==> src/rtl/core/mpvf_pkg.sv <==
// ----------------------------------------------------------------------------
// MS/TP present-value request framer package
// Request word type, frame constants and byte-wise CRC update functions.
// ----------------------------------------------------------------------------
package mpvf_pkg;

	typedef struct packed {
		logic        wr;
		logic        reject;
		logic [7:0]  dest;
		logic [7:0]  src;
		logic [23:0] dev;
		logic [9:0]  typ;
		logic [23:0] obj;
		logic [31:0] val;
	} req_t;

	localparam logic [7:0]  PREAMBLE_0  = 8'h55;
	localparam logic [7:0]  PREAMBLE_1  = 8'hFF;
	localparam logic [7:0]  FRAME_TYPE  = 8'h05;
	localparam logic [7:0]  PDU_TYPE    = 8'h01;
	localparam logic [7:0]  PDU_FLAGS   = 8'h04;
	localparam logic [7:0]  SVC_READ    = 8'h0C;
	localparam logic [7:0]  SVC_WRITE   = 8'h0F;
	localparam logic [7:0]  PROP_TAG    = 8'h55;
	localparam logic [7:0]  ADDR_NONE   = 8'h00;
	localparam logic [7:0]  ADDR_BCAST  = 8'hFF;
	localparam logic [7:0]  SRC_RESET   = 8'h01;
	localparam logic [7:0]  LEN_READ    = 8'd12;
	localparam logic [7:0]  LEN_WRITE   = 8'd16;

	localparam logic [7:0]  CRC8_POLY   = 8'h8C;
	localparam logic [7:0]  CRC8_INIT   = 8'hFF;
	localparam logic [15:0] CRC16_POLY  = 16'hA001;
	localparam logic [15:0] CRC16_INIT  = 16'hFFFF;

	localparam int          POS_W       = 5;
	localparam logic [4:0]  POS_HCRC_LO = 5'd2;
	localparam logic [4:0]  POS_HCRC_HI = 5'd6;
	localparam logic [4:0]  POS_PAYLOAD = 5'd8;
	localparam logic [4:0]  POS_DCRC_RD = 5'd20;
	localparam logic [4:0]  POS_DCRC_WR = 5'd24;
	localparam logic [4:0]  POS_LAST_RD = 5'd21;
	localparam logic [4:0]  POS_LAST_WR = 5'd25;

	function automatic logic [7:0] crc8_next(input logic [7:0] c, input logic [7:0] b);
		logic [7:0] r;
		r = c ^ b;
		for (int k = 0; k < 8; k++) begin
			r = r[0] ? ((r >> 1) ^ CRC8_POLY) : (r >> 1);
		end
		return r;
	endfunction

	function automatic logic [15:0] crc16_next(input logic [15:0] c, input logic [7:0] b);
		logic [15:0] r;
		r = c ^ {8'h00, b};
		for (int k = 0; k < 8; k++) begin
			r = r[0] ? ((r >> 1) ^ CRC16_POLY) : (r >> 1);
		end
		return r;
	endfunction

endpackage

==> src/rtl/core/mpvf_front.sv <==
// ----------------------------------------------------------------------------
// MS/TP framer front end
// Holds the source address register, classifies each request and builds
// the request word pushed into the queue.
// ----------------------------------------------------------------------------
module mpvf_front
	import mpvf_pkg::*;
(
	input  logic               clk,
	input  logic               arst_n,
	input  logic               start,
	input  logic               full,
	input  logic               opcode,
	input  logic [7:0]         dest_address,
	input  logic [23:0]        device_instance,
	input  logic [9:0]         object_type_code,
	input  logic [23:0]        object_instance,
	input  logic signed [31:0] value_hundredths,
	input  logic               cfg_valid,
	input  logic [7:0]         cfg_data,
	output logic               cfg_ready,
	output logic               push,
	output req_t               push_word
);

	logic [7:0] src_addr_q;

	always_ff @(posedge clk or negedge arst_n) begin
		if (!arst_n) begin
			src_addr_q <= SRC_RESET;
		end else if (cfg_valid) begin
			src_addr_q <= cfg_data;
		end
	end

	assign cfg_ready = 1'b1;
	assign push      = start && !full;

	always_comb begin
		push_word.wr     = opcode;
		push_word.reject = (dest_address == ADDR_NONE) || (dest_address == ADDR_BCAST);
		push_word.dest   = dest_address;
		push_word.src    = src_addr_q;
		push_word.dev    = device_instance;
		push_word.typ    = object_type_code;
		push_word.obj    = object_instance;
		push_word.val    = $unsigned(value_hundredths);
	end

endmodule

==> src/rtl/core/mpvf_queue.sv <==
// ----------------------------------------------------------------------------
// MS/TP framer request queue
// Two-entry queue of request words between front end and serializer.
// ----------------------------------------------------------------------------
module mpvf_queue
	import mpvf_pkg::*;
(
	input  logic clk,
	input  logic arst_n,
	input  logic push,
	input  req_t push_word,
	input  logic pop,
	output req_t pop_word,
	output logic nonempty,
	output logic full
);

	req_t       mem_q [2];
	logic       wr_ptr_q;
	logic       rd_ptr_q;
	logic [1:0] count_q;

	always_ff @(posedge clk) begin
		if (push) begin
			mem_q[wr_ptr_q] <= push_word;
		end
	end

	always_ff @(posedge clk or negedge arst_n) begin
		if (!arst_n) begin
			wr_ptr_q <= 1'b0;
			rd_ptr_q <= 1'b0;
			count_q  <= 2'd0;
		end else begin
			if (push) begin
				wr_ptr_q <= ~wr_ptr_q;
			end
			if (pop) begin
				rd_ptr_q <= ~rd_ptr_q;
			end
			if (push && !pop) begin
				count_q <= count_q + 2'd1;
			end else if (pop && !push) begin
				count_q <= count_q - 2'd1;
			end
		end
	end

	assign pop_word = mem_q[rd_ptr_q];
	assign nonempty = (count_q != 2'd0);
	assign full     = count_q[1];

endmodule

==> src/rtl/core/mpvf_back.sv <==
// ----------------------------------------------------------------------------
// MS/TP framer back end
// Serializes one request word into frame bytes, one per cycle, with
// running header CRC-8 and data CRC-16.
// ----------------------------------------------------------------------------
module mpvf_back
	import mpvf_pkg::*;
(
	input  logic       clk,
	input  logic       arst_n,
	input  logic       nonempty,
	input  req_t       pop_word,
	output logic       pop,
	output logic       strobe,
	output logic [7:0] frame_byte,
	output logic       last,
	output logic       rejected
);

	logic             active_q;
	logic [POS_W-1:0] pos_q;
	req_t             req_q;
	logic [7:0]       crc8_q;
	logic [15:0]      crc16_q;
	logic             strobe_q;
	logic [7:0]       byte_q;
	logic             last_q;
	logic             rej_q;

	logic [7:0]       cur_byte;
	logic             cur_last;
	logic [7:0]       plen;
	logic [POS_W-1:0] dcrc_pos;

	assign plen     = req_q.wr ? LEN_WRITE : LEN_READ;
	assign dcrc_pos = req_q.wr ? POS_DCRC_WR : POS_DCRC_RD;
	assign cur_last = req_q.reject || (pos_q == (req_q.wr ? POS_LAST_WR : POS_LAST_RD));
	assign pop      = nonempty && (!active_q || cur_last);

	always_comb begin
		if (req_q.reject) begin
			cur_byte = 8'h00;
		end else begin
			unique case (pos_q)
				5'd0:    cur_byte = PREAMBLE_0;
				5'd1:    cur_byte = PREAMBLE_1;
				5'd2:    cur_byte = FRAME_TYPE;
				5'd3:    cur_byte = req_q.dest;
				5'd4:    cur_byte = req_q.src;
				5'd5:    cur_byte = 8'h00;
				5'd6:    cur_byte = plen;
				5'd7:    cur_byte = ~crc8_q;
				5'd8:    cur_byte = PDU_TYPE;
				5'd9:    cur_byte = PDU_FLAGS;
				5'd10:   cur_byte = req_q.wr ? SVC_WRITE : SVC_READ;
				5'd11:   cur_byte = req_q.dev[23:16];
				5'd12:   cur_byte = req_q.dev[15:8];
				5'd13:   cur_byte = req_q.dev[7:0];
				5'd14:   cur_byte = {6'b000000, req_q.typ[9:8]};
				5'd15:   cur_byte = req_q.typ[7:0];
				5'd16:   cur_byte = req_q.obj[23:16];
				5'd17:   cur_byte = req_q.obj[15:8];
				5'd18:   cur_byte = req_q.obj[7:0];
				5'd19:   cur_byte = PROP_TAG;
				5'd20:   cur_byte = req_q.wr ? req_q.val[31:24] : ~crc16_q[7:0];
				5'd21:   cur_byte = req_q.wr ? req_q.val[23:16] : ~crc16_q[15:8];
				5'd22:   cur_byte = req_q.val[15:8];
				5'd23:   cur_byte = req_q.val[7:0];
				5'd24:   cur_byte = ~crc16_q[7:0];
				5'd25:   cur_byte = ~crc16_q[15:8];
				default: cur_byte = 8'h00;
			endcase
		end
	end

	always_ff @(posedge clk) begin
		if (pop) begin
			req_q   <= pop_word;
			crc8_q  <= CRC8_INIT;
			crc16_q <= CRC16_INIT;
		end else if (active_q) begin
			if (pos_q >= POS_HCRC_LO && pos_q <= POS_HCRC_HI) begin
				crc8_q <= crc8_next(crc8_q, cur_byte);
			end
			if (pos_q >= POS_PAYLOAD && pos_q < dcrc_pos) begin
				crc16_q <= crc16_next(crc16_q, cur_byte);
			end
		end
		byte_q <= cur_byte;
		last_q <= cur_last;
		rej_q  <= req_q.reject;
	end

	always_ff @(posedge clk or negedge arst_n) begin
		if (!arst_n) begin
			active_q <= 1'b0;
			pos_q    <= '0;
			strobe_q <= 1'b0;
		end else begin
			strobe_q <= active_q;
			if (pop) begin
				active_q <= 1'b1;
				pos_q    <= '0;
			end else if (active_q) begin
				if (cur_last) begin
					active_q <= 1'b0;
					pos_q    <= '0;
				end else begin
					pos_q <= pos_q + 5'd1;
				end
			end
		end
	end

	assign strobe     = strobe_q;
	assign frame_byte = byte_q;
	assign last       = last_q;
	assign rejected   = rej_q;

endmodule

==> src/rtl/core/mstp_present_value_request_framer.sv <==
// ----------------------------------------------------------------------------
// MS/TP present-value request framer
// Turns read/write present-value requests into MS/TP frames, one byte
// per cycle, with header CRC-8 and data CRC-16.
//
//   channel   handshake              word
//   request   start & !busy          opcode, dest_address, ids, value
//   result    strobe, one cycle      frame_byte, last, rejected
//   config    cfg_valid & cfg_ready  cfg_data (source address)
//
// A read frame holds 22 bytes, a write 26 and a rejected request 1, sent by
// the back-end serializer one byte per cycle.
// A queued request is loaded into the serializer; frames follow back to back.
// A two-entry queue holds pending requests; busy is high while it is full.
// Reset clears the queue and serializer and sets the source address to 1.
// The receiver cannot stall: each byte is shown for exactly one cycle.
// ----------------------------------------------------------------------------
module mstp_present_value_request_framer
	import mpvf_pkg::*;
(
	input  logic               clk,
	input  logic               arst_n,
	input  logic               start,
	output logic               busy,
	input  logic               opcode,
	input  logic [7:0]         dest_address,
	input  logic [23:0]        device_instance,
	input  logic [9:0]         object_type_code,
	input  logic [23:0]        object_instance,
	input  logic signed [31:0] value_hundredths,
	output logic               strobe,
	output logic [7:0]         frame_byte,
	output logic               last,
	output logic               rejected,
	input  logic               cfg_valid,
	output logic               cfg_ready,
	input  logic [7:0]         cfg_data
);

	logic push;
	req_t push_word;
	logic pop;
	req_t pop_word;
	logic nonempty;
	logic full;

	mpvf_front u_front (
		.clk              (clk),
		.arst_n           (arst_n),
		.start            (start),
		.full             (full),
		.opcode           (opcode),
		.dest_address     (dest_address),
		.device_instance  (device_instance),
		.object_type_code (object_type_code),
		.object_instance  (object_instance),
		.value_hundredths (value_hundredths),
		.cfg_valid        (cfg_valid),
		.cfg_data         (cfg_data),
		.cfg_ready        (cfg_ready),
		.push             (push),
		.push_word        (push_word)
	);

	mpvf_queue u_queue (
		.clk       (clk),
		.arst_n    (arst_n),
		.push      (push),
		.push_word (push_word),
		.pop       (pop),
		.pop_word  (pop_word),
		.nonempty  (nonempty),
		.full      (full)
	);

	mpvf_back u_back (
		.clk        (clk),
		.arst_n     (arst_n),
		.nonempty   (nonempty),
		.pop_word   (pop_word),
		.pop        (pop),
		.strobe     (strobe),
		.frame_byte (frame_byte),
		.last       (last),
		.rejected   (rejected)
	);

	assign busy = full;

	a_reject_last: assert property (@(posedge clk) disable iff (!arst_n)
		strobe && rejected |-> last && (frame_byte == 8'h00))
		else $error("rejection word not a single zero last word");

	a_pop_nonempty: assert property (@(posedge clk) disable iff (!arst_n)
		pop |-> nonempty)
		else $error("pop from empty queue");

	a_accept_fills: assert property (@(posedge clk) disable iff (!arst_n)
		push && !pop |=> nonempty)
		else $error("accepted request lost");

endmodule
==> config.mk <==
export PLATFORM = sky130hd
export DESIGN_NAME = mstp_present_value_request_framer
export DESIGN_NICKNAME = d
export VERILOG_FILES = /design/src/rtl/core/mpvf_pkg.sv /design/src/rtl/core/mpvf_front.sv /design/src/rtl/core/mpvf_queue.sv /design/src/rtl/core/mpvf_back.sv /design/src/rtl/core/mstp_present_value_request_framer.sv
export SDC_FILE = /design/constraint.sdc
export NUM_CORES = 1
export LEC_CHECK = 0
export ABC_AREA = 1
export BUFFER_PORTS_ARGS = -buffer_cell sky130_fd_sc_hd__buf_2
export CORE_MARGIN = 4
export CORE_UTILIZATION = 54
export DETAILED_ROUTE_END_ITERATION = 8
export PLACE_DENSITY = 0.83
export SYNTH_ARGS = -nofsm -noshare
export SYNTH_HDL_FRONTEND = slang
export SYNTH_SLANG_ARGS = --single-unit
==> constraint.sdc <==
create_clock -name clk -period 6 [get_ports clk]
set_clock_uncertainty 0.1 [all_clocks]
set_input_delay 0 -clock clk [delete_from_list [all_inputs] [get_ports clk]]
set_output_delay 0 -clock clk [all_outputs]
set_load 0.05 [all_outputs]
# Yosys cells after proc, flatten, opt, wreduce, memory -nomap -nowiden
# Memories as Yosys holds them, arrays and structs flattened. A register that Yosys moved wholly into a read port is not among the register bits.
# Index checks and enable logic that the tools add are counted.
# W data, S select, Z words.
# op_classes
mux,34
eq_ne,26
n_bitwise,23
add_sub_neg,3
magnitude_cmp,4
n_reduce_logical,21
# ops
cell,count
$pmux W8 S24,1
$mux W16,8
$mux W8,11
$eq A5 B5 Y1 const B,10
$not A2 Y3,16
$eq A5 B4 Y1 const B,8
$not A8 Y8,3
$mux W5,4
$xor A16 B8 Y16,1
$eq A5 B3 Y1 const B,3
$eq A5 B2 Y1 const B,2
$eq A8 B8 Y1 const B,1
$logic_not A8 Y1,1
$mux W4,2
$xor A8 B8 Y8,1
$logic_and A1 B1 Y1,6
$mux W2,3
$reduce_bool A2 Y1,3
$add A5 B1 Y5 const B,1
$eq A5 B1 Y1 const B,1
$eq A5 B5 Y1,1
$ge A5 B2 Y1 const B,1
$ge A5 B4 Y1 const B,1
$le A5 B3 Y1 const B,1
10 further kinds,21
# word_totals
wordCells,124
mem_count,1
out_inout_bits,13
mem_bits_rw,216
register_bits,53
# mem_list
name,depth,width,rd,rd_ports_with_merged_regs,write_ports,line_no,source
u_queue.mem_q,2,108,1,1,1,mpvf_queue.sv:18,req_t mem_q [2];

# Depth between registers and ports, before layout
# Gate-level depths: netlist (run 1).
# logic_depth
word_depth,21
ltp_mapped,25

# Hierarchy
# A second synthesis (run 1) with hierarchy kept.
# hier_totals
hier_cells,1299
area_unflattened_um2,16219.3
# by_module_without_submodules
module,seq_area_each_um2,instances,cells_per_inst,area_each_um2
mpvf_queue,6586.3,1,360,8021.4
mpvf_back,4098.9,1,789,7069.3
mpvf_front,201.4,1,150,1128.6

# Worst setup path before layout (run 1)
# OpenSTA, ideal clock, no wires.
# synth_path
path_type,register to register
from,register u_queue.count_q[1]
to,"memory u_queue.mem_q[0][0] (netlist bit), enable pin"
required_time_ps,5324
synth_period_minus_slack_ps,6004
stages_incl_launch_ff,4
slack_ps,-4
n_path_buf,0
t_arrival_ps,5328
setup_ps,576
path_cell_list,dfrtp_1 -> inv_1 -> nand2_1 -> nor2_1
# synth_via
elab_chain_cells,4
# synth_rtl
element,line_no,source
start: declaration,mpvf_queue.sv:21,logic [1:0] count_q;
start signal: assignment,mpvf_queue.sv:42,count_q <= count_q + 2'd1;
start signal: assignment,mpvf_queue.sv:44,count_q <= count_q - 2'd1;
$logic_not A1 Y1,mpvf_front.sv:37,assign push = start && !full;
$logic_and A1 B1 Y1,mpvf_front.sv:37,
$mux W1,mpvf_queue.sv:24,if (push) begin
$mux W1 (implied by the code),mpvf_queue.sv:25,mem_q[wr_ptr_q] <= push_word;
end: declaration,mpvf_queue.sv:18,
# No other way between the ends.

# Worst setup path in the final report (run 1)
# layout_path
from,register u_back.pos_q[1]
to,"register, netlist name u_back.req_q[97]"
# layout_via
elab_chain_cells,4
# layout_rtl
element,line_no,source
start: declaration,mpvf_back.sv:21,logic [POS_W-1:0] pos_q;
start signal: assignment,mpvf_back.sv:109,pos_q <= pos_q + 5'd1;
$eq A5 B5 Y1,mpvf_back.sv:37,assign cur_last = req_q.reject || (pos_q == (req_q.wr ? POS_LAST_WR : POS_LAST_RD));
$logic_or A1 B1 Y1,mpvf_back.sv:37,
$logic_or A1 B1 Y1,mpvf_back.sv:38,assign pop = nonempty && (!active_q || cur_last);
$logic_and A1 B1 Y1,mpvf_back.sv:38,
net pop,mstp_present_value_request_framer.sv:42,logic pop;
# The timed path passes the listed nets, and every way through them passes these cells.
# A chain may end at the register's enable or synchronous reset.

==> results of run 1 <==
## registers in the layout, summed over array words and instances, names as in the netlist
name and flops:
u_queue.wr_ptr_q 1, u_back.req_q 108, u_back.rejected 1, u_back.pos_q 5, u_queue.rd_ptr_q 1, u_back.crc8_q 8
u_back.frame_byte 8, u_back.crc16_q 16, u_front.src_addr_q 8, u_back.last 1, u_back.strobe 1, u_back.active_q 1
u_queue.count_q 2, u_queue.mem_q 216
## kinds of logic after synthesis
family,count (synthesis)
flip-flops,377
XOR/XNOR,19
multiplexers,8
other,1
AO/OA/AOI/OAI,75
AND/OR/NAND/NOR,739
buffers and inverters,123
adder cells (fa/ha/maj),8
## synthesized netlist by cell type, types with 5 or more instances
cell | number | area share
o21ai_0 | 28 | 0.0092
nand4_1 | 10 | 0.0041
buf_1 | 5 | 0.0012
o211ai_1 | 20 | 0.0099
dfxtp_1 | 34 | 0.045
nor2_1 | 58 | 0.014
nor3_1 | 5 | 0.0017
dfrtp_1 | 18 | 0.030
a21oi_1 | 10 | 0.0033
nand2_1 | 575 | 0.14
inv_2 | 5 | 0.0012
clkbuf_1 | 26 | 0.0064
ha_1 | 8 | 0.0066
xor2_1 | 15 | 0.0087
nor2_2 | 9 | 0.0037
nand3_1 | 68 | 0.022
edfxtp_1 | 324 | 0.64
inv_1 | 81 | 0.020
mux2_2 | 8 | 0.0059
## final cells by class
cell class	instances	area [sq um]	share of cell area
Antenna cell	1	2.502	0.0001346
Clock buffer	44	1005	0.05406
Clock inverter	25	210.2	0.01131
Inverter	86	325.3	0.01750
Multi-Input combinational cell	850	3809	0.2049
Sequential cell	377	10890	0.5858
Tap cell	378	473.0	0.02545
Timing Repair Buffer	249	1874	0.1008
## power by group through the flow
stage	clock network, W	logic [W]	registers [W]
final	0.00232	0.00274	0.00427
after floorplan	0	0.00176	0.00436
after CTS	0.00232	0.00270	0.00425
after global placement	0	0.00254	0.00427
after global routing	0.00246	0.00304	0.00433
after detailed placement	0	0.00262	0.00429
## how the worst max path moves through the flow
stage          cells after the start                from             endpoint  slack, ps
3_3_place_gp                       9     u_back.pos_q[1]     u_back.req_q[94]       2440
4_1_cts                            9     u_back.pos_q[1]    u_back.req_q[106]       2250
2_1_floorplan                      3  u_queue.count_q[1]  u_queue.mem_q[0][0]         -4
6_report                           9     u_back.pos_q[1]     u_back.req_q[97]       2180
3_5_place_dp                       9     u_back.pos_q[1]     u_back.req_q[96]       2270
5_1_grt                            9     u_back.pos_q[1]     u_back.req_q[97]       1900
## metal layers
metal	routed length, um	track usage	up-vias
met2	19430	0.4269	516
met4	1608	0.09909	0
met1	15060	0.3289	5107
met5	0	0	-
li1	-	-	5045
met3	2740	0.03810	93
## worst max-delay path: stages (launching register included)
cell     delay, ps
dfrtp_1        440
inv_1          140
ha_1           210
nand2_1        130
inv_1          240
a31oi_1        190
nand2_1        200
nand2_1        610
inv_4          750
buf_12         390
## stage by stage
stage	cells	hold WS (ps)	power (W)	utilization	TNS [ps]
after floorplan	1350	-395.6	0.006119	-	-791.8
after global placement	1821	-112.1	0.006809	0.5839	0
after detailed placement	1821	-94.16	0.006913	0.5839	0
after CTS	2009	83.27	0.009272	0.6708	0
after global routing	2010	104.3	0.009822	0.6709	0
final	2010	97.93	0.009338	0.6709	0
## timing repair
item,4_1_cts,5_1_grt
endpoints found under the setup margin,0,0
hold endpoints to repair,228,0
resized for setup,0,0
hold buffers,119,0
==> results.toml, run 1 <==
[sta]
period_minus_slack_ps = 3823
max_clock_freq_mhz = 261.6
tightest_slew_ps = 999.2
finalCritPeriodShare = 0.6372
slew_headroom = 0.3316
hold_viol_final = 0
setup_viol_count_final = 0
rsz0062_at_grt = "false"
fin_ws_ps = 2177
drv_slew = 0

[global_routing]
antenna_found_initial = 1
grt_pass1_vias = 10770
grt_use_total = 0.2511
grt_max_degree = 76
grt-ovfl-total = 0
grt_pass1_wl_um = 59360

[yosys]
ys.flop_type = "edfxtp_1"
synthSimpleGateAreaFrac = 0.1956
synth-compound-area-share = 0.03047
netlist_area_sq_mm = 0.01515
synth_nets = 1469
ys_types = 43
synthArstFlopShare = 0.05040
synthMuxAreaShare = 0.005945
ys.warnings.count = 0
ys_ff_latch = 377
synth_top_family_by_area = "simple AND/OR/NAND/NOR gates"
synth_xor_area_frac = 0.01148
synthAdderAreaFrac = 0.006605
syn_inst = 1350
syn-mean-instance-area_sq_um = 11.23
synth_enable_flop_cells = 324
ys_seq_area_frac = 0.7184

[die]
ios = 124
chipWidth_um = 175.5
die_y_um = 175.5
core-area_sq_mm = 0.02771
die_area_sq_mm = 0.03081
start_util = 0.5470
fp-row-count = 61

[cts]
clk_pin_slew_ps = 60
post_cts_buffers = 0
cts_buffers = 38
cts_tree = "done"
root_buffer = "clkbuf_16"
clock_sinks = 377
clock_latency_ps = 520
clock_path_buffers = 3
cts_max_level = 2

[worst_setup_path]
cp-end-kind = "flop"
criticalPathCategory = "flop to flop"
regToRegEndpoint = "u_back.req_q[97]"
r2r-start = "u_back.pos_q[1]"
cp_max_fo = 65
rr_worst_depth = 9
rrSetupSlack_ps = 2180
critPathLaunchType = "flop"
critical_path_arrival_ps = 3910
critical_path_required_ps = 6080

[power_and_ir_drop]
internal_power_w = 0.005976
p_sw_frac = 0.3600
seqPwrFrac = 0.458
power_frac_comb = 0.294
clockPowerShare = 0.249
switchingPower_w = 0.003362
power.leakage_nw = 7.911
ir_drop_uv = 317.2
cellPowerDensity_mw_per_mm2 = 502.4

[finish]
synthToLayoutAreaGrowth_pct = 22.65
nets = 1721
fillers = 1875
layout_commonest_cell = "nand2_1"
final_area_sq_mm = 0.01859
final_layout_size_suffix_gt1_frac = 0.1367
mostFrequentLayoutCells = "nand2_1 (575), edfxtp_1 (324), buf_2 (122)"

[flow_run]
drv_cap = 0

[route]
drc = 0
wl_per_cell_um = 19.33
dr_total_vias = 10760
ant_nets = 0
via_per_inst = 5.354
wl_um = 38850
initialDrtViolationCount = 1071
first_pass_iters = 5

[place]
portBuffers = 122
place_ws_ps = 2271
post_dp_cell_area_sq_mm = 0.01618
gp_congestion = 0.9619
hpwl_um = 24210

[hold_path]
min_to = "u_queue.mem_q[1][20]"
hp-start = "value_hundredths[20]"
min_path_type = "primary input to flop"
hold_path_depth = 2

[status]
run_status = "finished, final reports clean"
Note: power is estimated with default switching activity, not from simulation.
==> run 2: changes to the inputs <==
--- a/config.mk
+++ b/config.mk
@@ -5,12 +5,12 @@
 export SDC_FILE = /design/constraint.sdc
 export NUM_CORES = 1
 export LEC_CHECK = 0
-export ABC_AREA = 1
+export ABC_AREA = 0
 export BUFFER_PORTS_ARGS = -buffer_cell sky130_fd_sc_hd__buf_2
 export CORE_MARGIN = 4
-export CORE_UTILIZATION = 54
+export CORE_UTILIZATION = 59
 export DETAILED_ROUTE_END_ITERATION = 8
-export PLACE_DENSITY = 0.83
+export PLACE_DENSITY = 0.86
 export SYNTH_ARGS = -nofsm -noshare
 export SYNTH_HDL_FRONTEND = slang
 export SYNTH_SLANG_ARGS = --single-unit
==> constraint.sdc (replaced) <==
create_clock -name clk -period 3.8 [get_ports clk]
set_clock_uncertainty 0.1 [all_clocks]
set_input_delay 0 -clock clk [delete_from_list [all_inputs] [get_ports clk]]
set_output_delay 0 -clock clk [all_outputs]
set_load 0.05 [all_outputs]
==> run 2 against run 1 <==
Against the previous run: synthesized area is 0.12% lower; via count is 13% lower; final cell count fell by 21%; sequential share of layout area is 1.3 points lower; critical path type unchanged; largest cell class unchanged; largest power group unchanged.
==> results.toml, run 2 <==
[cts]
cts_buffers = 37
clk_pin_slew_ps = 70
clock_latency_ps = 540
clock_sinks = 377
cts_tree = "done"
cts_max_level = 2
root_buffer = "clkbuf_16"
clock_path_buffers = 3

[yosys]
synthArstFlopShare = 0.05040
ys.flop_type = "edfxtp_1"
ys_seq_area_frac = 0.7192
ys_types = 80
synth_top_cell_area_share = 0.6428
synth_enable_flop_cells = 324
ys.warnings.count = 0
netlist_area_sq_mm = 0.01514
syn_inst = 923
yosys-top-cells-count = "edfxtp_1 (324), mux2_2 (117), nand2_1 (57), dfxtp_1 (34), xnor2_1 (34)"
ys_ff_latch = 377
syn-mean-instance-area_sq_um = 16.40
synth_nets = 1042
synth.most_common_cell = "edfxtp_1"
synth_area_leaders = "edfxtp_1 (64%), mux2_2 (8.7%), dfxtp_1 (4.5%)"
synth_top_area_cell = "edfxtp_1"

[die]
chipWidth_um = 168.2
die_y_um = 168.2
ios = 124
die_area_sq_mm = 0.02828
start_util = 0.6011
fp-row-count = 58
core-area_sq_mm = 0.02518

[finish]
mostFrequentLayoutCells = "edfxtp_1 (324), buf_2 (122), dlygate4sd3_1 (119)"
final_cells = 1578
fillers = 1382
final_layout_size_suffix_gt1_frac = 0.3208
nets = 1338
synthToLayoutAreaGrowth_pct = 25.57
multi_input_area_sq_mm = 0.004050
biggestRegsByFlops = "u_queue.mem_q: 216 flops, u_back.req_q: 108 flops, u_back.crc16_q: 16 flops"
final-seq-area_sq_mm = 0.01089
largest_reg_flops = 216
top_register = "u_queue.mem_q"
layout_commonest_cell = "edfxtp_1"

[route]
initialDrtViolationCount = 985
wl_um = 38920
drc = 0
first_pass_iters = 5
via_per_inst = 5.904
ant_nets = 0
dr_total_vias = 9317
wl_per_cell_um = 24.66

[worst_setup_path]
critPathLaunchType = "flop"
crit_family = "XOR/XNOR gates"
slowest_stage = "dfrtp_2"
criticalPathCategory = "flop to flop"
worst-path-buf-inv = 1
cp_max_fo = 11
cp-end-kind = "flop"
path_cells = "inv_2 -> ha_4 -> and4b_1 -> and3_4 -> a311o_1 -> a2111oi_4 -> a41oi_4 -> xnor2_2 -> xnor2_2 -> xnor3_1 -> xnor3_2 -> xnor3_1 -> o21ai_1"
critical_path_arrival_ps = 4010
critical_path.max_stage_delay_ps = 420
critical_path_required_ps = 4160

[sta]
final.setup.tns_ps = 0
finalCritPeriodShare = 0.9620
tightest_slew_ps = 971.7
hold_viol_final = 0
max_clock_freq_mhz = 273.6
fin_ws_ps = 144.6
setup_viol_count_final = 0
period_minus_slack_ps = 3655
drv_slew = 0
timing.hold.ws_ps = 91.76
slew_headroom = 0.3522

[place]
dpl.cell_count = 1387
portBuffers = 122
place_ws_ps = -37.12
gp_congestion = 0.9590
hpwl_um = 24030

[global_routing]
grt-ovfl-total = 0
grt_use_total = 0.2734
grt_pass1_vias = 9614
antenna_found_initial = 1
grt_max_degree = 70
grt_pass1_wl_um = 58020

[hold_path]
min_path_type = "primary input to flop"

[status]
run_status = "finished, final reports clean"

[flow_run]
drv_cap = 0

[power_and_ir_drop]
power.leakage_nw = 6.936
ir_drop_uv = 834.3
cellPowerDensity_mw_per_mm2 = 826.5
[run 2: cell type report]
| cell class | count | share of cell area |
|---|---|---|
| clock buffer | 43 | 0.05372 |
| clock inverter | 24 | 0.01099 |
| inverter | 17 | 0.003555 |
| timing repair buffer | 304 | 0.1236 |
| sequential | 377 | 0.5732 |
| antenna | 1 | 0.0001317 |
| tap | 330 | 0.02172 |
| multi-input combinational | 482 | 0.2131 |
[run 2: layer usage]
layer	track usage	wire, um	part of all wire	up-vias
met5	0	0	0	-
met4	0.08292	980	0.025	0
met3	0.04602	2536	0.065	78
met2	0.4731	20040	0.51	410
met1	0.3588	15360	0.39	4662
li1	-	-	-	4167
[run 2: worst paths after layout]
| check | from | to | slack [ps] | depth (start not counted) |
|---|---|---|---|---|
| max | u_back.pos_q[0] | u_back.crc16_q[0] | 140 | 13 |
| min | device_instance[23] | u_queue.mem_q[1][89] | 90 | 2 |
| max reg2reg | u_back.pos_q[0] | u_back.crc16_q[0] | 140 | 13 |
| min reg2reg | u_front.src_addr_q[1] | u_queue.mem_q[0][91] | 380 | 0 |
| max in group asynchronous | arst_n | u_queue.rd_ptr_q | 1750 | 4 |
| min in group asynchronous | arst_n | u_front.src_addr_q[0] | 400 | 3 |
[run 2: where the power goes]
| group | switching, W | internal, W | total (W) |
|---|---|---|---|
| clock network | 0.00160 | 0.00209 | 0.00369 |
| logic | 0.00289 | 0.00229 | 0.00517 |
| registers | 0.000692 | 0.00615 | 0.00684 |
| total | 0.00518 | 0.0105 | 0.0157 |
[run 2: cell families after synthesis]
logic type               count (synthesis)  synth area share
other                                    1         0.0002477
XOR/XNOR                                53           0.03587
flip-flops                             377            0.7192
AND/OR/NAND/NOR                        154           0.05546
multiplexers                           128           0.09431
buffers and inverters                   64           0.01951
AO/OA/AOI/OAI                          138           0.06877
adder cells (fa/ha/maj)                  8          0.006613
[run 2: what timing repair did]
item | 4_1_cts | 5_1_grt
buffers inserted | 0 | 4
hold endpoints to repair | 229 | 0
gates resized for setup | 2 | 17
setup endpoints to repair | 1 | 8
pin swaps | 0 | 6
hold buffers | 119 | 0
[run 2: through the flow]
stage	total power, W	utilization	instance area (sq um)
final	0.01571	0.7548	19010
after global routing	0.01639	0.7548	19010
after CTS	0.01552	0.7505	18900
after detailed placement	0.01178	0.6540	16470
after global placement	0.01163	0.6540	16470
after floorplan	0.01008	-	15150
[run 2: worst reg2reg max path, cell delays in order (launching register included)]
cell and delay [ps]:
dfrtp_2 420, inv_2 100, ha_4 230, and4b_1 230, and3_4 170, a311o_1 370
a2111oi_4 400, a41oi_4 230, xnor2_2 270, xnor2_2 160, xnor3_1 260, xnor3_2 290
xnor3_1 240, o21ai_1 120
==> run 3: changes to the inputs <==
--- a/config.mk
+++ b/config.mk
@@ -8,9 +8,9 @@
 export ABC_AREA = 0
 export BUFFER_PORTS_ARGS = -buffer_cell sky130_fd_sc_hd__buf_2
 export CORE_MARGIN = 4
-export CORE_UTILIZATION = 59
+export CORE_UTILIZATION = 50
 export DETAILED_ROUTE_END_ITERATION = 8
-export PLACE_DENSITY = 0.86
+export PLACE_DENSITY = 0.76
 export SYNTH_ARGS = -nofsm -noshare
 export SYNTH_HDL_FRONTEND = slang
 export SYNTH_SLANG_ARGS = --single-unit
==> run 3 against run 2 <==
Against the previous run: routed wire length is 3.9% lower; clock power up 4%; via count down 2.6%; final area up 0.43%; register-to-register slack got worse by 30 ps; critical path depth unchanged; worst hold slack improved by 8.1 ps; flip-flop and latch count unchanged; largest cell class unchanged; largest power group unchanged.
==> results.toml, run 3 (same netlist as run 2, synthesis figures left out) <==
[status]
run_status = "finished, final reports clean"

[worst_setup_path]
cpMostUsedCell = "ha_1"
critical_path_arrival_ps = 3980
regToRegEndpoint = "u_back.crc16_q[0]"
cp_max_fo = 7
rrSetupSlack_ps = 120
r2r-start = "u_back.pos_q[0]"
path_cells = "ha_1 -> and3_1 -> ha_1 -> a222oi_1 -> o21ai_0 -> nor4_2 -> buf_4 -> xor2_1 -> nor2_1 -> xnor2_2 -> xnor3_2 -> xnor3_1 -> o21ai_1"
rr_worst_depth = 13
critical_path.max_stage_delay_ps = 450
critical_path_required_ps = 4100
slowest_stage = "dfrtp_2"
criticalPathCategory = "flop to flop"
critPathLaunchType = "flop"
cp-end-kind = "flop"

[place]
portBuffers = 122
hpwl_um = 23990
post_dp_cell_area_sq_mm = 0.01652
place_ws_ps = -48.18
gp_congestion = 0.9656

[cts]
clk_pin_slew_ps = 70
cts_tree = "done"
cts_max_level = 2
cts_buffers = 39
clock_latency_ps = 510
clock_sinks = 377
clock_path_buffers = 3
root_buffer = "clkbuf_16"

[route]
dr_total_vias = 9075
ant_nets = 0
wl_per_cell_um = 22.85
drc = 0
first_pass_iters = 6
wl_um = 37400
initialDrtViolationCount = 682
via_per_inst = 5.544

[power_and_ir_drop]
p_sw_frac = 0.3183
seqPwrFrac = 0.430
internal_power_w = 0.01079
clockPowerShare = 0.242
power.leakage_nw = 6.946
switchingPower_w = 0.005039
finalPower_w = 0.01583
cellPowerDensity_mw_per_mm2 = 829.4
ir_drop_uv = 536.9
power_frac_comb = 0.327

[global_routing]
grt_pass1_vias = 9416
grt_pass1_wl_um = 56460
grt_use_total = 0.2241
grt-ovfl-total = 0
grt_max_degree = 67
antenna_found_initial = 0

[die]
chipWidth_um = 182.0
die_area_sq_mm = 0.03312
die_y_um = 182.0
ios = 124
fp-row-count = 63
core-area_sq_mm = 0.02972
start_util = 0.5094

[finish]
mostFrequentLayoutCells = "edfxtp_1 (324), buf_2 (122), dlygate4sd3_1 (119)"
biggestRegsByFlops = "u_queue.mem_q: 216 flops, u_back.req_q: 108 flops, u_back.crc16_q: 16 flops"
nets = 1337
final_area_sq_mm = 0.01909
top_register = "u_queue.mem_q"
final_layout_size_suffix_gt1_frac = 0.3103
largest_reg_flops = 216
layout_commonest_cell = "edfxtp_1"
antenna_cells = 0
synthToLayoutAreaGrowth_pct = 26.10

[sta]
setup_viol_count_final = 0
timing.hold.ws_ps = 99.90
hold_viol_final = 0
drv_slew = 0
slew_headroom = 0.3846
finalCritPeriodShare = 0.9687
period_minus_slack_ps = 3681
final.setup.tns_ps = 0
fin_ws_ps = 118.8
max_clock_freq_mhz = 271.6
tightest_slew_ps = 923.2

[hold_path]
min_path_type = "primary input to flop"
min_to = "u_queue.mem_q[0][66]"
hp-start = "device_instance[0]"
hold_path_depth = 2

[flow_run]
drv_cap = 0
run 3: final cells by class:
class                           count  area (sq um)
Clock inverter                     22         259.0
Inverter                           17         67.56
Timing Repair Buffer              301          2327
Clock buffer                       48          1023
Multi-Input combinational cell    482          4030
Tap cell                          390         488.0
Fill cell                        2035         10630
Sequential cell                   377         10890
run 3: what timing repair did:
item | 4_1_cts | 5_1_grt
endpoints found under the setup margin | 4 | 8
buffers inserted | 0 | 4
pin swaps | 0 | 4
hold buffers | 119 | 0
hold endpoints to repair | 229 | 0
gates resized for setup | 3 | 11
run 3: how the worst max path moves through the flow:
| stage | start | endpoint | cells after the start | slack [ps] |
|---|---|---|---|---|
| floorplan | u_back.pos_q[1] | u_back.req_q[0] | 8 | -240 |
| global placement | u_back.pos_q[0] | u_back.crc16_q[0] | 12 | 6 |
| detailed placement | u_back.pos_q[0] | u_back.crc8_q[7] | 14 | -50 |
| CTS | u_back.pos_q[0] | u_back.crc16_q[0] | 13 | 40 |
| global route | u_back.pos_q[0] | u_back.crc16_q[0] | 13 | -30 |
| finish | u_back.pos_q[0] | u_back.crc16_q[0] | 13 | 120 |
run 3: worst max-delay path, delay by kind of cell, from the launching register on:
family | cells | cell delay (ps)
fa+ha+maj | 2 | 540
buf+inv | 1 | 180
compound gates | 3 | 700
xor+xnor | 4 | 960
simple gates | 3 | 650
flops | 1 | 450
run 3: through the flow:
stage,instances,util
finish,1637,0.6423
floorplan,923,-
global placement,1444,0.5559
detailed placement,1444,0.5559
CTS,1633,0.6395
global route,1637,0.6423
run 3: power by group through the flow:
stage          logic (W)  clock network [W]  registers, W
6_report         0.00518            0.00384       0.00681
5_1_grt          0.00559            0.00409       0.00690
4_1_cts          0.00506            0.00386       0.00680
3_5_place_dp     0.00493                  0       0.00686
3_3_place_gp     0.00488                  0       0.00686
2_1_floorplan    0.00340                  0       0.00668
run 3: metal layers:
metal / share of wire / GRT usage / up-vias
met5: 0 / 0 / -
met4: 0.032 / 0.06935 / 0
met3: 0.061 / 0.04407 / 73
met2: 0.49 / 0.3715 / 311
met1: 0.42 / 0.3022 / 4518
li1: - / - / 4173
